`src/bavg_pkg.sv`:
```
// Shared widths, defaults and operation codes for the binned averaging shift register.
package bavg_pkg;

  localparam int unsigned NumBinsDef   = 8;
  localparam int unsigned SampleWDef   = 32;
  localparam int unsigned NumRegs      = 8;
  localparam int unsigned LagW         = 12;
  localparam int unsigned CntW         = 13;
  localparam int unsigned FillW        = 4;
  localparam int unsigned BinW         = 3;
  localparam int unsigned RegIdxW      = 3;
  localparam int unsigned FuncW        = 2;

  typedef enum logic [FuncW-1:0] {
    FUNC_PUSH  = 2'd0,
    FUNC_CLEAR = 2'd1,
    FUNC_SET   = 2'd2,
    FUNC_NOP   = 2'd3
  } func_e;

  // Reset value of partition register k: 2^k - 1
  function automatic logic [LagW-1:0] lag_reset(input int unsigned k);
    logic [LagW-1:0] v;
    v = '0;
    for (int unsigned i = 0; i < NumRegs; i++) begin
      if (i < k) v[i] = 1'b1;
    end
    return v;
  endfunction

endpackage

```
`src/bavg_cell.sv`:
```
// One bin: running average and fill count, with a bit-serial divider for the update.
module bavg_cell import bavg_pkg::*; #(
  parameter int unsigned SampleW = SampleWDef
) (
  input  logic                      clk_i,
  input  logic                      rst_ni,
  input  logic                      clear_i,
  input  logic                      set_i,
  input  logic signed [SampleW-1:0] set_val_i,
  input  logic                      start_i,
  input  logic                      inc_i,
  input  logic signed [SampleW-1:0] src_i,
  output logic signed [SampleW-1:0] avg_o,
  output logic [CntW-1:0]           cnt_o,
  output logic                      busy_o
);

  localparam int unsigned StepW = $clog2(SampleW + 2);
  localparam logic [StepW-1:0] Steps = StepW'(SampleW + 1);

  logic signed [SampleW-1:0] avg_q;
  logic [CntW-1:0]           cnt_q, div_q, cnt_new;
  logic [SampleW:0]          quo_q, diff, mag;
  logic [CntW:0]             rem_q, rem_sh, rem_sub;
  logic                      neg_q, busy_q;
  logic [StepW-1:0]          step_q;
  logic [SampleW:0]          sum;

  // Difference to the source, magnitude and count for the divider
  always_comb begin
    cnt_new = inc_i ? cnt_q + CntW'(1) : cnt_q;
    diff    = {src_i[SampleW-1], src_i} - {avg_q[SampleW-1], avg_q};
    mag     = diff[SampleW] ? -diff : diff;
    rem_sh  = {rem_q[CntW-1:0], quo_q[SampleW]};
    rem_sub = rem_sh - {1'b0, div_q};
    sum     = neg_q ? ({avg_q[SampleW-1], avg_q} - quo_q)
                    : ({avg_q[SampleW-1], avg_q} + quo_q);
  end

  // Hold bin state; one quotient bit per cycle, then add to the average
  always_ff @(posedge clk_i or negedge rst_ni) begin
    if (!rst_ni) begin
      avg_q  <= '0;
      cnt_q  <= '0;
      busy_q <= 1'b0;
      step_q <= '0;
      div_q  <= CntW'(1);
      quo_q  <= '0;
      rem_q  <= '0;
      neg_q  <= 1'b0;
    end else if (clear_i) begin
      avg_q  <= '0;
      cnt_q  <= '0;
      busy_q <= 1'b0;
      step_q <= '0;
    end else if (set_i) begin
      avg_q <= set_val_i;
    end else if (start_i) begin
      cnt_q  <= cnt_new;
      div_q  <= (cnt_new == '0) ? CntW'(1) : cnt_new;
      neg_q  <= diff[SampleW];
      quo_q  <= mag;
      rem_q  <= '0;
      step_q <= Steps;
      busy_q <= 1'b1;
    end else if (busy_q) begin
      if (step_q != '0) begin
        step_q <= step_q - StepW'(1);
        if (!rem_sub[CntW]) begin
          rem_q <= rem_sub;
          quo_q <= {quo_q[SampleW-1:0], 1'b1};
        end else begin
          rem_q <= rem_sh;
          quo_q <= {quo_q[SampleW-1:0], 1'b0};
        end
      end else begin
        avg_q  <= sum[SampleW-1:0];
        busy_q <= 1'b0;
      end
    end
  end

  assign avg_o  = avg_q;
  assign cnt_o  = cnt_q;
  assign busy_o = busy_q;

endmodule

```
`src/binned_averaging_shift_register_core.sv`:
```
// Top level: partition registers, fill pointer, chain of bin cells and result sequencer.
// A push runs the divider (one quotient bit per cycle in every active cell, all in
// parallel), then NUM_BINS results go out, one per cycle when taken.
// Clear, set and the unused code go straight to the results. One request at a time.
// Reset (asynchronous, active low) zeroes all bins and the fill pointer and restores
// the partition registers to 0, 1, 3, 7, 15, 31, 63, 127.
module binned_averaging_shift_register_core import bavg_pkg::*; #(
  parameter int unsigned NUM_BINS     = NumBinsDef,
  parameter int unsigned SAMPLE_WIDTH = SampleWDef,
  localparam int unsigned InW  = ((2 * SAMPLE_WIDTH + BinW + 7) / 8) * 8,
  localparam int unsigned OutW = ((SAMPLE_WIDTH + BinW + CntW + FillW + 7) / 8) * 8
) (
  input  logic               clk_i,
  input  logic               rst_ni,
  input  logic               s_axis_tvalid,
  output logic               s_axis_tready,
  // sample, bin_index, set_value (from bit 0 up)
  input  logic [InW-1:0]     s_axis_tdata,
  // func
  input  logic [FuncW-1:0]   s_axis_tuser,
  output logic               m_axis_tvalid,
  input  logic               m_axis_tready,
  // bin_number, bin_average, bin_count, fill_index (from bit 0 up)
  output logic [OutW-1:0]    m_axis_tdata,
  output logic               m_axis_tlast,
  input  logic               cfg_we_i,
  input  logic [RegIdxW-1:0] cfg_idx_i,
  input  logic [LagW-1:0]    cfg_data_i
);

  localparam int unsigned SW = SAMPLE_WIDTH;

  typedef enum logic [1:0] {ST_IDLE, ST_DIV, ST_OUT} state_e;

  state_e                state_q;
  logic [BinW-1:0]       idx_q;
  logic [FillW-1:0]      fill_q;
  logic [LagW-1:0]       lag_q [NumRegs];
  logic [CntW-1:0]       size   [NUM_BINS];
  logic signed [SW-1:0]  avg    [NUM_BINS];
  logic [CntW-1:0]       cnt    [NUM_BINS];
  logic [NUM_BINS-1:0]   busy;
  logic [CntW-1:0]       fill_cnt_next;
  logic                  accept, do_push, do_clear, do_set, all_full, fill_adv;
  func_e                 func;
  logic signed [SW-1:0]  sample, set_value;
  logic [BinW-1:0]       bin_index;

  assign func      = func_e'(s_axis_tuser);
  assign sample    = s_axis_tdata[SW-1:0];
  assign bin_index = s_axis_tdata[SW+BinW-1:SW];
  assign set_value = s_axis_tdata[2*SW+BinW-1:SW+BinW];

  assign s_axis_tready = (state_q == ST_IDLE);
  assign accept   = s_axis_tvalid && s_axis_tready;
  assign do_push  = accept && (func == FUNC_PUSH);
  assign do_clear = (accept && (func == FUNC_CLEAR)) || cfg_we_i;
  assign do_set   = accept && (func == FUNC_SET);
  assign all_full = (fill_q == FillW'(NUM_BINS));

  // Bin sizes from the partition; non-increasing gives one
  always_comb begin
    for (int k = 0; k < NUM_BINS; k++) begin
      if (k == 0) size[k] = {1'b0, lag_q[0]} + CntW'(1);
      else size[k] = (lag_q[k] > lag_q[k-1]) ? CntW'(lag_q[k] - lag_q[k-1]) : CntW'(1);
    end
  end

  // Advance the fill pointer when the filling bin reaches its size
  always_comb begin
    fill_cnt_next = '0;
    fill_adv      = 1'b0;
    for (int k = 0; k < NUM_BINS; k++) begin
      if (fill_q == FillW'(k)) begin
        fill_cnt_next = cnt[k] + CntW'(1);
        fill_adv      = (fill_cnt_next >= size[k]);
      end
    end
  end

  // Chain of cells: each takes its lower neighbor's average, bin 0 the sample
  for (genvar k = 0; k < NUM_BINS; k++) begin : g_cell
    logic signed [SW-1:0] src;
    if (k == 0) begin : g_first
      assign src = sample;
    end else begin : g_next
      assign src = avg[k-1];
    end
    bavg_cell #(.SampleW(SW)) u_cell (
      .clk_i     (clk_i),
      .rst_ni    (rst_ni),
      .clear_i   (do_clear),
      .set_i     (do_set && (bin_index == BinW'(k))),
      .set_val_i (set_value),
      .start_i   (do_push && (all_full || (fill_q >= FillW'(k)))),
      .inc_i     (fill_q == FillW'(k)),
      .src_i     (src),
      .avg_o     (avg[k]),
      .cnt_o     (cnt[k]),
      .busy_o    (busy[k])
    );
  end

  // Hold partition registers, fill pointer and sequencer state
  always_ff @(posedge clk_i or negedge rst_ni) begin
    if (!rst_ni) begin
      state_q <= ST_IDLE;
      idx_q   <= '0;
      fill_q  <= '0;
      for (int i = 0; i < NumRegs; i++) lag_q[i] <= lag_reset(i);
    end else begin
      if (cfg_we_i) lag_q[cfg_idx_i] <= cfg_data_i;
      if (do_clear) fill_q <= '0;
      else if (do_push && !all_full && fill_adv) fill_q <= fill_q + FillW'(1);
      unique case (state_q)
        ST_IDLE: begin
          idx_q <= '0;
          if (accept) state_q <= (func == FUNC_PUSH) ? ST_DIV : ST_OUT;
        end
        ST_DIV: begin
          if (busy == '0) state_q <= ST_OUT;
        end
        ST_OUT: begin
          if (m_axis_tready) begin
            if (idx_q == BinW'(NUM_BINS - 1)) state_q <= ST_IDLE;
            else idx_q <= idx_q + BinW'(1);
          end
        end
        default: state_q <= ST_IDLE;
      endcase
    end
  end

  // Select the reported bin
  always_comb begin
    m_axis_tdata = '0;
    for (int k = 0; k < NUM_BINS; k++) begin
      if (idx_q == BinW'(k)) begin
        m_axis_tdata[BinW+SW-1:BinW]                     = avg[k];
        m_axis_tdata[BinW+SW+CntW-1:BinW+SW]             = cnt[k];
      end
    end
    m_axis_tdata[BinW-1:0]                               = idx_q;
    m_axis_tdata[BinW+SW+CntW+FillW-1:BinW+SW+CntW]      = fill_q;
  end

  assign m_axis_tvalid = (state_q == ST_OUT);
  assign m_axis_tlast  = (idx_q == BinW'(NUM_BINS - 1));

`ifndef SYNTH
  a_fill_range: assert property (@(posedge clk_i) disable iff (!rst_ni)
    fill_q <= FillW'(NUM_BINS)) else $error("fill pointer beyond bin count");
  a_no_overlap: assert property (@(posedge clk_i) disable iff (!rst_ni)
    !(s_axis_tready && m_axis_tvalid)) else $error("input taken while results pending");
  a_busy_div: assert property (@(posedge clk_i) disable iff (!rst_ni)
    (busy != '0) |-> (state_q == ST_DIV)) else $error("cell busy outside divide");
  a_out_start: assert property (@(posedge clk_i) disable iff (!rst_ni)
    $rose(m_axis_tvalid) |-> (idx_q == '0)) else $error("results start past bin 0");
`endif

endmodule
```
`config.mk`:
```
export PLATFORM = sky130hd
export DESIGN_NAME = binned_averaging_shift_register_core
export DESIGN_NICKNAME = d
export VERILOG_FILES = /design/src/bavg_pkg.sv /design/src/bavg_cell.sv /design/src/binned_averaging_shift_register_core.sv
export SDC_FILE = /design/constraint.sdc
export NUM_CORES = 2
export LEC_CHECK = 0
export ABC_CLOCK_PERIOD_IN_PS = 7400
export BUFFER_PORTS_ARGS = -buffer_cell sky130_fd_sc_hd__buf_4
export CORE_ASPECT_RATIO = 1.2
export CORE_MARGIN = 2
export CORE_UTILIZATION = 55
export DETAILED_ROUTE_END_ITERATION = 12
export GPL_TIMING_DRIVEN = 1
export PLACE_DENSITY_LB_ADDON = 0.3
export SLEW_MARGIN = 20
export SYNTH_ARGS = -nofsm -noshare
export SYNTH_HDL_FRONTEND = slang
export SYNTH_HIERARCHICAL = 1
export SYNTH_SLANG_ARGS = --single-unit
```
`constraint.sdc`:
```
create_clock -name clk_i -period 7.4 [get_ports clk_i]
set_input_delay 1.48 -clock clk_i [delete_from_list [all_inputs] [get_ports clk_i]]
set_output_delay 1.48 -clock clk_i [all_outputs]
set_load 0.02 [all_outputs]
```
Word level (Yosys, flattened, before mapping):

Index checks and enable logic that the tools add are counted.

* add/subtract/negate cells: 66
* order comparisons: 25
* equality and inequality tests: 55
* mux-type cells: 277
* bitwise gates (word level): 10
* reductions and logical operators: 147

Operator list (count)
* 2-to-1 mux 32 bit: 48
* 2-to-1 mux 33 bit: 32
* 2-to-1 mux 13 bit: 79
* 2-to-1 mux 45 bit: 8
* negation 33 bit: 8
* subtractor 32 x 32 -> 33 bit: 8
* adder 32 bit: 8
* subtractor 32 bit: 8
* 2-to-1 mux 6 bit: 40
* subtractor 14 x 13 -> 14 bit: 8
* adder 13 x 1 -> 13 bit (second input constant): 8
* greater-or-equal comparator 13 bit: 8
* logical NOT 13 bit: 8
* bitwise mux 96 bit: 1
* subtractor 12 x 12 -> 13 bit: 7
* > comparator 12 bit: 7
* AND reduction 3 bit: 25
* nonzero test 3 bit: 24
* 2-to-1 mux 1 bit: 56
* nonzero test 2 bit: 26
* != test 3 x 2 -> 1 bit (second input constant): 16
* nonzero test 6 bit: 8
* subtractor 6 x 1 -> 6 bit (second input constant): 8
* demux 12 bit (select 3 bit): 1
* 36 further kinds: 130

* register bits after elaboration: 1001
* output and inout port bits: 59

Longest topological paths before layout:

* depth after elaboration: 13
* gate-level depth with buffers: 22
* depth with buffers taken out: 22

Cells and area by module:

The synthesis kept the hierarchy.

Modules (own cells, without submodules)
* bavg_cell (g_cell[0].u_cell ...): times used 6, cells each 1305, area each 10426.2 um^2
* binned_averaging_shift_register_core: times used 1, cells each 2056, area each 15576.2 um^2
* bavg_cell (g_cell[7].u_cell): times used 1, cells each 1356, area each 10944.2 um^2
* bavg_cell (g_cell[1].u_cell): times used 1, cells each 1341, area each 10672.7 um^2

Worst setup path after synthesis:

Ideal clock, no wire load.

* path type: input -> register
* start: input s_axis_tdata[0]
* end: register g_cell[0].u_cell.quo_q[26]
* library setup time: 0.142 ns
* arrival time: 4.421 ns
* slack: 2.837 ns
* cell stages on the path: 14
* path through: inv_1 -> ha_1 -> fa_1 -> nand2b_1 -> a21oi_2 -> o22ai_4 -> o211a_1 -> mux2i_1 -> o211ai_1 -> nor4_4 -> nand4_1 -> or3_1 -> nand3_1 -> o221ai_1

* word-level cells in the longest chain between the ends: 4

Ends and longest elaborated chain
* start, declared: line binned_averaging_shift_register_core.sv:18 `input logic [InW-1:0] s_axis_tdata,`
* subtractor 32 x 32 -> 33 bit (*): line bavg_cell.sv:32 `diff = {src_i[SampleW-1], src_i} - {avg_q[SampleW-1], avg_q};`
* negation 33 bit: line bavg_cell.sv:33 `mag = diff[SampleW] ? -diff : diff;`
* 2-to-1 mux 33 bit (*): line bavg_cell.sv:33
* 2-to-1 mux 33 bit (*): line bavg_cell.sv:58 `end else if (start_i) begin`
* end signal, assigned: line bavg_cell.sv:62 `quo_q <= mag;`
* end signal, assigned: line bavg_cell.sv:71 `quo_q <= {quo_q[SampleW-1:0], 1'b1};`
* end signal, assigned: line bavg_cell.sv:74 `quo_q <= {quo_q[SampleW-1:0], 1'b0};`
* end, declared: line bavg_cell.sv:23 `logic [SampleW:0] quo_q, diff, mag;`

Every way passes the cells marked *; elsewhere a longest branch is shown, timed or not.
A chain may end at the register's enable or synchronous reset.

Worst setup path after layout:

* start: register idx_q[1]
* end: output m_axis_tdata[3]

* word-level cells in the longest chain between the ends: 9
* elaborated cells on any way between the ends: 16
* those cells by class: eq/ne (7); mux (8); reduce/logical (1)

Ends and longest elaborated chain
* start, declared: line binned_averaging_shift_register_core.sv:36 `logic [BinW-1:0] idx_q;`
* start signal, assigned: line binned_averaging_shift_register_core.sv:126 `else idx_q <= idx_q + BinW'(1);`
* logical NOT 3 bit: line binned_averaging_shift_register_core.sv:138 `if (idx_q == BinW'(k)) begin`
* 2-to-1 mux 45 bit (7 in series): line binned_averaging_shift_register_core.sv:138
* 2-to-1 mux 45 bit (*): line binned_averaging_shift_register_core.sv:138
* end, declared: line binned_averaging_shift_register_core.sv:24 `output logic [OutW-1:0] m_axis_tdata,`

Marked as above.

==> summary.md <==
| Metric | Value |
|---|---|
| First-pass GRT wire length | `roughly 540,000 microns` |
| Req. time, crit path | `approximately 6 ns` |
| FF-to-FF setup slack | `approximately 1.4 ns` |
| Crit-path most repeated cell | `o21ai_0` |
| WL met2 | `168,000 microns` |
| Die area | `roughly 180,000 sq um` |
| Maximum VDD drop | `289 uV` |
| Psw | `20.4 mW` |
| CTS buffer count | `about 120` |
| Hold Slack | `approximately 0.48 ns` |
| Largest family of logic cells by synthesized area | `compound AO/OA/AOI/OAI gates` |
| Share of cells above drive strength 1 | `~7.1%` |
| H-tree depth | `3` |
| Power per cell area | `378 nW/um^2` |
| Top-area cell type share of the netlist area | `24.2%` |
| Routability cong. | `between 1 and 1.5` |
| Post-detail-place hpwl | `278,000 microns` |
| Critical path cell sequence | `inv_1 > ha_1 > nor3b_4 > a221oi_1 > o311ai_0 > o21ai_0 > o211ai_1 > o21ai_0 > o21ai_1 > buf_4` |
| Uppermost routed layer | `met5` |
| Routed len/inst | `about 24 microns` |
| Synth cell count leaders | `1,346 x nand2_1, 1,128 x o21ai_0, 995 x a21oi_1` |
| Max stage delay on crit path | `approximately 1.1 ns` |
| Cts hold-fix bufs | `0` |
| Synth area leader | `dfrtp_1` |
| Largest net degree at the start of global routing | `~170` |
| Hold WC Path Type | `reg -> reg` |
| Pleak | `47.6 nW` |
| Reg clk slew, reported paths | `around 0.070 ns` |
| Post-CTS Setup Bufs | `0` |
| Fin. Hold Viols | `0` |
| Crit path buf inv count | `2` |
| Clk_lat worst skew | `0.79 ns` |
| Most instantiated library cell after synthesis | `nand2_1` |
| Die H | `between 400 and 500 microns` |
| First-pass detailed-route iteration total | `6` |
| Antenna violations before repair | `26` |
| Tcrit/Tclk final | `97.1%` |
| Clock power share | `approximately 15%` |
| Worst Skew | `approximately 0.028 ns` |
| M1 wire length | `approximately 130,000 microns` |
| Sw Share | `a little over 50%` |
| Fin crit period | `approximately 7 ns` |
| Initial DRC count | `about 7,200` |
| Ys async rst share | `100%` |
| Clk root buf | `clkbuf_16` |
| Top cell family by delay on the critical path | `compound AO/OA/AOI/OAI gates` |
| Post-Syn Area per Cell | `~8 sq um` |
| I/O Buffers | `between 100 and 150` |
| Syn Inst Count | `around 13,000` |
| Timing-limited maximum frequency | `139 MHz` |
| Initial Utilization | `55.2%` |
| Final setup fails | `0` |
| Status | `completed` |
| Slew HR | `between 10% and 20%` |
| Synth warn | `6` |
| Area of the mapped netlist | `approximately 100,000 sq um` |
| Met3 wire length | `between 20,000 and 25,000 microns` |
| Vias in the first global route | `approximately 93,000` |
| Final ANT Viol Nets | `0` |
| Flop pwr share | `a little under a fifth` |
| CP Data Arrival Time | `between 5 and 6 ns` |
| Slew @ Worst Pin | `1.26 ns` |
| Via density | `6.38` |
| Comb power frac | `between 60% and 70%` |
| CTS sink count | `1,001` |
| Setup TNS | `0 ns` |
| Simple-gate share of the synthesized area | `between 10% and 20%` |
| Core ar. | `between 150,000 and 200,000 sq um` |
| Synth cell types | `between 100 and 150` |
| Nets | `between 10,000 and 15,000` |
| Num ports | `153` |
| Pint | `~20 mW` |
| Bufs on Longest Clock Path | `3` |
| Post-Synth XOR/XNOR Area | `between 10% and 20%` |
| Routed WL | `between 300,000 and 400,000 microns` |
| Main synth FF type | `dfrtp_1` |
| Critical path fanouts, max | `7` |
| Sequential element share of the synthesized area | `roughly 25%` |
| Max_cap viols | `0` |
| Post-synth EDFFs | `0` |
| GRT Util Overall | `between 30% and 40%` |
| Total congestion overflow | `0` |
| Slew Viols, Final | `0` |
| Critical Path End Type | `primary output` |
| Synth Register Bits | `1,001` |
| CP max stage cell | `o311ai_0` |
| Syn-to-layout area delta | `7.35%` |
| Residual DRC | `0` |
| Critical Path Source Type | `register` |
| Synth Area in Compound Gates | `about a quarter` |
| Site Rows | `171` |
| Routed vias | `~96,000` |
| Synth top area cells | `dfrtp_1 24%, ha_1 11%, xnor2_1 6.9%` |
| DIE WIDTH | `393 microns` |
| CTS tree | `yes` |
| Critical path type | `reg -> out` |
| Area share of fa/ha/maj cells after synthesis | `between 10% and 20%` |
| RSZ-0062 raised after global routing | `false` |
| Post-CTS resize count | `0` |
| Mux contribution to synthesized area | `approximately 2.3%` |
final timing paths:
| kind | from | end | cells past startpoint |
|---|---|---|---|
| setup / recovery | idx_q[1] | m_axis_tdata[3] | 10 |
| hold / removal | g_cell[2].u_cell/div_q[12] | g_cell[2].u_cell/div_q[12] | 1 |
| setup reg to reg | g_cell[7].u_cell/quo_q[2] | g_cell[7].u_cell/avg_o[31] | 18 |
| hold reg to reg | g_cell[2].u_cell/div_q[12] | g_cell[2].u_cell/div_q[12] | 1 |
| max in group asynchronous | rst_ni | g_cell[1].u_cell/quo_q[1] | 3 |
| min in group asynchronous | rst_ni | g_cell[7].u_cell/rem_q[3] | 1 |
through the flow:
step	total power, mW	setup slack, ns	instance area (sq um)	std cells	utilization, %
2_1_floorplan	27.2	2.84	99800	12586	-
3_3_place_gp	33.2	1.71	103000	14761	57.1
3_5_place_dp	33.8	1.66	103000	14761	57.1
4_1_cts	40.0	0.794	107000	14972	59.3
5_1_grt	43.3	0.423	107000	14977	59.3
6_report	40.5	0.215	107000	14986	59.3
routing by layer:
metal  global-route usage, %  up-vias
li1                        -    44966
met1                    41.8    45779
met2                    63.2     3696
met3                    5.76     1203
met4                    29.3       18
met5                       0        -
power groups by stage:
| stage | registers (mW) | logic [mW] | clock network (mW) |
|---|---|---|---|
| floorplan | 6.99 | 20.2 | 0 |
| global placement | 7.62 | 25.6 | 0 |
| detailed placement | 7.64 | 26.2 | 0 |
| CTS | 7.55 | 26.3 | 6.13 |
| global route | 7.69 | 29.2 | 6.34 |
| finish | 7.61 | 26.8 | 6.07 |
state kept, by name, summed over array words and instances, names as in the netlist:
name                  count
fill_q                    4
g_cell.u_cell/avg_o     256
lag_q                    96
idx_q                     3
g_cell.u_cell/step_q     48
g_cell.u_cell/busy_o      8
g_cell.u_cell/div_q     104
g_cell.u_cell/neg_q       8
state_q                   2
g_cell.u_cell/cnt_o     104
g_cell.u_cell/quo_q     264
g_cell.u_cell/rem_q     104
worst reg2reg max path, stage by stage (launching register included):
cell and delay, ns:
dfrtp_1 0.43, nor2_1 0.17, nor4b_2 0.45, nor4b_1 0.76, nand2_1 0.40, nor3_1 0.23, nor2_1 0.08, xnor2_1 0.39
ha_1 0.38, a21oi_1 0.18, o32ai_1 0.15, or4_1 0.41, a41oi_1 0.18, nor2_1 0.15, o221ai_1 0.54, o21ai_0 0.41
a31oi_1 0.34, mux2i_1 0.21, nand2_1 0.06
cell families (layout without fill, tap and decap cells):
group	Yosys count	count (layout)
XOR/XNOR	1316	1316
buffers and inverters	1307	1271
multiplexers	225	225
other	1	18
AND/OR/NAND/NOR	3826	3826
AO/OA/AOI/OAI	4020	4020
adder cells (fa/ha/maj)	887	887
flip-flops	1001	1001
placed cells by master, fill, tap and decap left out, types with 39 or more instances in the layout:
master     Yosys  routed
nand2_1     1346    1344
o21ai_0     1128    1127
a21oi_1      995     994
dfrtp_1      965     963
nor2_1       918     892
ha_1         856     854
xnor2_1      791     790
inv_1        774     774
xor2_1       519     513
a21o_1       292     292
nand3_1      287     287
buf_4         19     267
nor3_1       257     252
mux2i_1      165     165
a31oi_1      155     154
nor2b_1      136     134
and3_1       133     133
a22oi_1      126     126
nand4_1      122     122
nand2b_1     116     116
clkbuf_16      0     115
o21ai_1      113     112
or3_1        108     107
o211ai_1     106     106
o21a_1       102     102
a211oi_1      85      85
o21bai_1      83      83
o22ai_1       80      80
nor4_1        77      76
a221oi_1      71      71
o31ai_1       71      71
mux2_2        60      60
or2_2         60      60
a22o_1        49      49
and2_1        48      47
a211o_1       42      42
o311ai_1      39      39
final cells by class:
cell class / count / area (sq um)
Antenna cell: 14 / 35.0
Clock buffer: 159 / 3220
Clock inverter: 52 / 673
Fill cell: 16443 / 73500
Inverter: 781 / 2930
Multi-Input combinational cell: 10278 / 69900
Sequential cell: 1001 / 25100
Tap cell: 2422 / 3030
Timing Repair Buffer: 279 / 2240
No activity file was read; power rests on OpenSTA's default activity.
